$ cat src/sv/qtba_pkg.sv
`default_nettype none
package qtba_pkg;

  // Per-node code held in the node memory.
  typedef enum logic [1:0] {
    ST_UNUSED = 2'd0,
    ST_FREE   = 2'd1,
    ST_TAKEN  = 2'd2,
    ST_SPLIT  = 2'd3
  } node_st_t;

  // Result status codes.
  typedef enum logic [1:0] {
    STAT_OK        = 2'd0,
    STAT_TOO_LARGE = 2'd1,
    STAT_NO_SPACE  = 2'd2,
    STAT_BAD_HANDLE = 2'd3
  } status_t;

  // Item kinds carried on tuser.
  localparam logic KIND_ALLOC = 1'b0;
  localparam logic KIND_FREE  = 1'b1;

  // Configuration register index.
  localparam logic REG_SPACE_SIZE = 1'b0;

  localparam int SIZE_W  = 12;
  localparam int FIDX_W  = 15;
  localparam int SPACE_W = 3;
  localparam int PLACE_W = 11;
  localparam logic [SIZE_W-1:0] SPACE_SIZE_RST = 12'd2048;

endpackage
`default_nettype wire

$ cat src/sv/qtba_place.sv
`default_nettype none
module qtba_place
  import qtba_pkg::*;
#(
  parameter int LEVELS = 6,
  parameter int LW     = 3,
  parameter int IXW    = 15
) (
  input  wire logic [SIZE_W-1:0]  space_size,
  input  wire logic [LW-1:0]      lvl,
  input  wire logic [IXW-1:0]     idx,
  output logic      [SIZE_W-1:0]  block_size,
  output logic      [FIDX_W-1:0]  block_index,
  output logic      [SPACE_W-1:0] space,
  output logic      [PLACE_W-1:0] place_x,
  output logic      [PLACE_W-1:0] place_y
);

  logic [LEVELS-1:0]        x_w;
  logic [LEVELS-1:0]        y_w;
  logic [IXW-1:0]           top_w;
  logic [LEVELS+SIZE_W-1:0] px_w;
  logic [LEVELS+SIZE_W-1:0] py_w;

  // Odd index bits give x, even bits give y, below the block's level.
  always_comb begin
    for (int k = 0; k < LEVELS; k++) begin
      x_w[k] = (k < int'(lvl)) ? idx[2*k+1] : 1'b0;
      y_w[k] = (k < int'(lvl)) ? idx[2*k] : 1'b0;
    end
  end

  assign block_size  = space_size >> lvl;
  assign block_index = FIDX_W'(idx);
  assign top_w       = idx >> {lvl, 1'b0};
  assign space       = top_w[SPACE_W-1:0];
  assign px_w        = (LEVELS+SIZE_W)'(x_w) * (LEVELS+SIZE_W)'(block_size);
  assign py_w        = (LEVELS+SIZE_W)'(y_w) * (LEVELS+SIZE_W)'(block_size);
  assign place_x     = px_w[PLACE_W-1:0];
  assign place_y     = py_w[PLACE_W-1:0];

endmodule
`default_nettype wire

$ cat config.mk
export PLATFORM = sky130hd
export DESIGN_NAME = qtba_place
export DESIGN_NICKNAME = d
export VERILOG_FILES = /design/src/sv/qtba_pkg.sv /design/src/sv/qtba_place.sv
export SDC_FILE = /design/constraint.sdc
export NUM_CORES = 1
export LEC_CHECK = 0
export ABC_AREA = 1
export BUFFER_PORTS_ARGS = -buffer_cell sky130_fd_sc_hd__buf_2
export CAP_MARGIN = 5
export CORE_ASPECT_RATIO = 1.75
export CORE_MARGIN = 2
export CORE_UTILIZATION = 50
export DETAILED_ROUTE_END_ITERATION = 6
export PLACE_DENSITY = 0.86
export SLEW_MARGIN = 30
export SYNTH_ARGS = -nofsm -noshare
export SYNTH_HDL_FRONTEND = slang
export SYNTH_SLANG_ARGS = --single-unit
$ cat constraint.sdc
create_clock -name vclk -period 7.4
set_input_delay 0 -clock vclk [all_inputs]
set_output_delay 0 -clock vclk [all_outputs]
set_load 0.005 [all_outputs]
==> results.json <==
{
  "status": "completed",
  "grt_max_degree": 30,
  "cp_common_cell": "nand2_1",
  "ys_warn_count": 0,
  "grt.overflow.total": 0,
  "synth_common_cells": "nand2_1 (131), inv_1 (122), nor2_1 (63)",
  "netlist_area_sq_um": 3480,
  "path_buf_inv": 7,
  "setup_violations": 0,
  "synth_seq_area_share": 0,
  "required_ps": 7400,
  "worstSetupPathType": "in2out",
  "first_global_vias": 3550,
  "drc": 0,
  "drt-total-wl_microns": 8960,
  "portBuffers": 82,
  "utilization": 0.561,
  "fp.dieW_microns": 67.1,
  "grt_usage": 0.249,
  "fin_area_sq_um": 3820,
  "relSlewSlack": 0.518,
  "tns_ps": 0,
  "worstSetupEndpointType": "output port",
  "rsz0062_at_grt": "no",
  "syn_inst": 542,
  "syn-num-nets": 648,
  "yosysMostFrequentCell": "nand2_1",
  "ys_types": 35,
  "max_freq_mhz": 214,
  "flops_and_latches": 0,
  "crit_chain": "buf_2 -> inv_2 -> nand2_1 -> nand2_1 -> nand2_1 -> nand2_1 -> inv_1 -> nand2_1 -> o21ai_2 -> nor2_1 -> fa_1 -> inv_1 -> fa_1 -> fa_1 -> inv_1 -> ha_1 -> a21oi_1 -> nand2_1 -> a21oi_1 -> xor2_1 -> inv_1 -> nand3_1 -> nand2_1 -> buf_2",
  "tightest_slew_ps": 718,
  "dieArea_sq_um": 7670,
  "io_pins": 82,
  "synth_top_area_share": 0.288,
  "core_area_sq_um": 6810,
  "clkbuf_count": 0,
  "min_period_over_period": 0.630,
  "vias": 3629,
  "yosys.area.top_type": "fa_1",
  "path_max_fanout": 29,
  "die_h_microns": 114,
  "leakage_nw": 2.20,
  "vdd_drop_max_mv": 0.0581,
  "antenna_found_initial": 0,
  "nFillCells": 693,
  "crit_slowest_cell": "fa_1",
  "p_comb_frac": 1.000,
  "avgSynthCellArea_sq_um": 6.42,
  "internal_power_mw": 0.180,
  "clkPwrFrac": 0,
  "cp_top_family": "adder cells",
  "num_rows": 40,
  "ant_nets": 0,
  "drive_gt1_frac": 0.182,
  "critPathMaxStageDelay_ps": 550,
  "cts_resized": 0,
  "drt_iter0_drc": 175,
  "synth_area_leaders": "fa_1 (29%), nand2_1 (14%), inv_1 (13%)",
  "switching_share": 0.591,
  "hold_buffers": 0,
  "fin_nets": 708,
  "power_frac_seq": 0,
  "worstPathArrival_ps": 4660,
  "hold_class": "in2out",
  "p_sw_mw": 0.259,
  "place_congestion": 0.953,
  "cap_violations": 0,
  "cts_setup_buffers": 0,
  "fin_crit_ps": 4660,
  "finalPower_mw": 0.439,
  "place_area_sq_um": 3820,
  "start_kind": "primary input",
  "hold_violations": 0,
  "areaGrowthSynthToFinish_pct": 9.82,
  "start_util": 0.511,
  "first_pass_iters": 5,
  "regArea_sq_um": 0,
  "antenna_cells": 0,
  "drv_slew": 0,
  "wire_per_inst_microns": 13.1,
  "vias_per_cell": 5.31,
  "p_per_area_nw_per_um2": 115,
  "grt_pass1_wl_microns": 15300,
  "dp_hpwl_microns": 7830
}
==> layout by cell type, fill, tap and decap left out, types with 3 or more instances in the layout <==
cell | synthesis | routed
inv_2 | 5 | 5
o211ai_1 | 4 | 4
buf_2 | 1 | 82
nand2_2 | 6 | 6
nand3_1 | 29 | 29
a21oi_1 | 19 | 19
nor2_1 | 63 | 63
o21ai_0 | 19 | 19
a21oi_2 | 3 | 3
inv_1 | 122 | 122
nand3b_1 | 3 | 3
xnor2_1 | 6 | 6
nand2_1 | 131 | 131
nor2_4 | 3 | 3
fa_1 | 50 | 50
xor2_1 | 8 | 8
ha_1 | 26 | 26
==> stage by stage <==
stage / instances / hold WS [ps] / setup WS (ps)
6_report: 684 / 183 / 2740
5_1_grt: 684 / 198 / 2370
4_1_cts: 684 / 184 / 2780
3_5_place_dp: 684 / 183 / 2790
3_3_place_gp: 684 / 183 / 2860
2_1_floorplan: 542 / 80.8 / 3670
==> layer usage <==
metal	track usage	routed length, microns
met1	0.271	3020
met3	0.0187	591
met4	0.131	541
met2	0.461	4810
met5	0	0
==> cell type report <==
cell class	count	area (sq um)	share of cell area
Tap cell	84	105	0.0275
Timing Repair Buffer	82	410	0.107
Inverter	127	477	0.125
Multi-Input combinational cell	391	2830	0.740
==> power groups by stage <==
stage               registers, mW  clock network, mW  logic, mW
CTS                             0                  0      0.444
detailed placement              0                  0      0.441
global route                    0                  0      0.504
global placement                0                  0      0.428
finish                          0                  0      0.439
floorplan                       0                  0      0.309
==> path summary, 6_finish.rpt <==
kind / start / end / slack, ps / cells past startpoint
hold / removal: idx[4] / block_index[4] / 180 / 2
setup / recovery: lvl[0] / place_y[10] / 2740 / 24
==> cell families (layout without fill, tap and decap cells) <==
group / Yosys count / count (layout) / share of synthesized area
buffers and inverters: 151 / 209 / 0.187
adder cells (fa/ha/maj): 76 / 76 / 0.381
AND/OR/NAND/NOR: 244 / 244 / 0.298
XOR/XNOR: 14 / 14 / 0.0353
AO/OA/AOI/OAI: 56 / 56 / 0.0953
multiplexers: 1 / 1 / 0.00288
(Power assumes the default switching activity.)
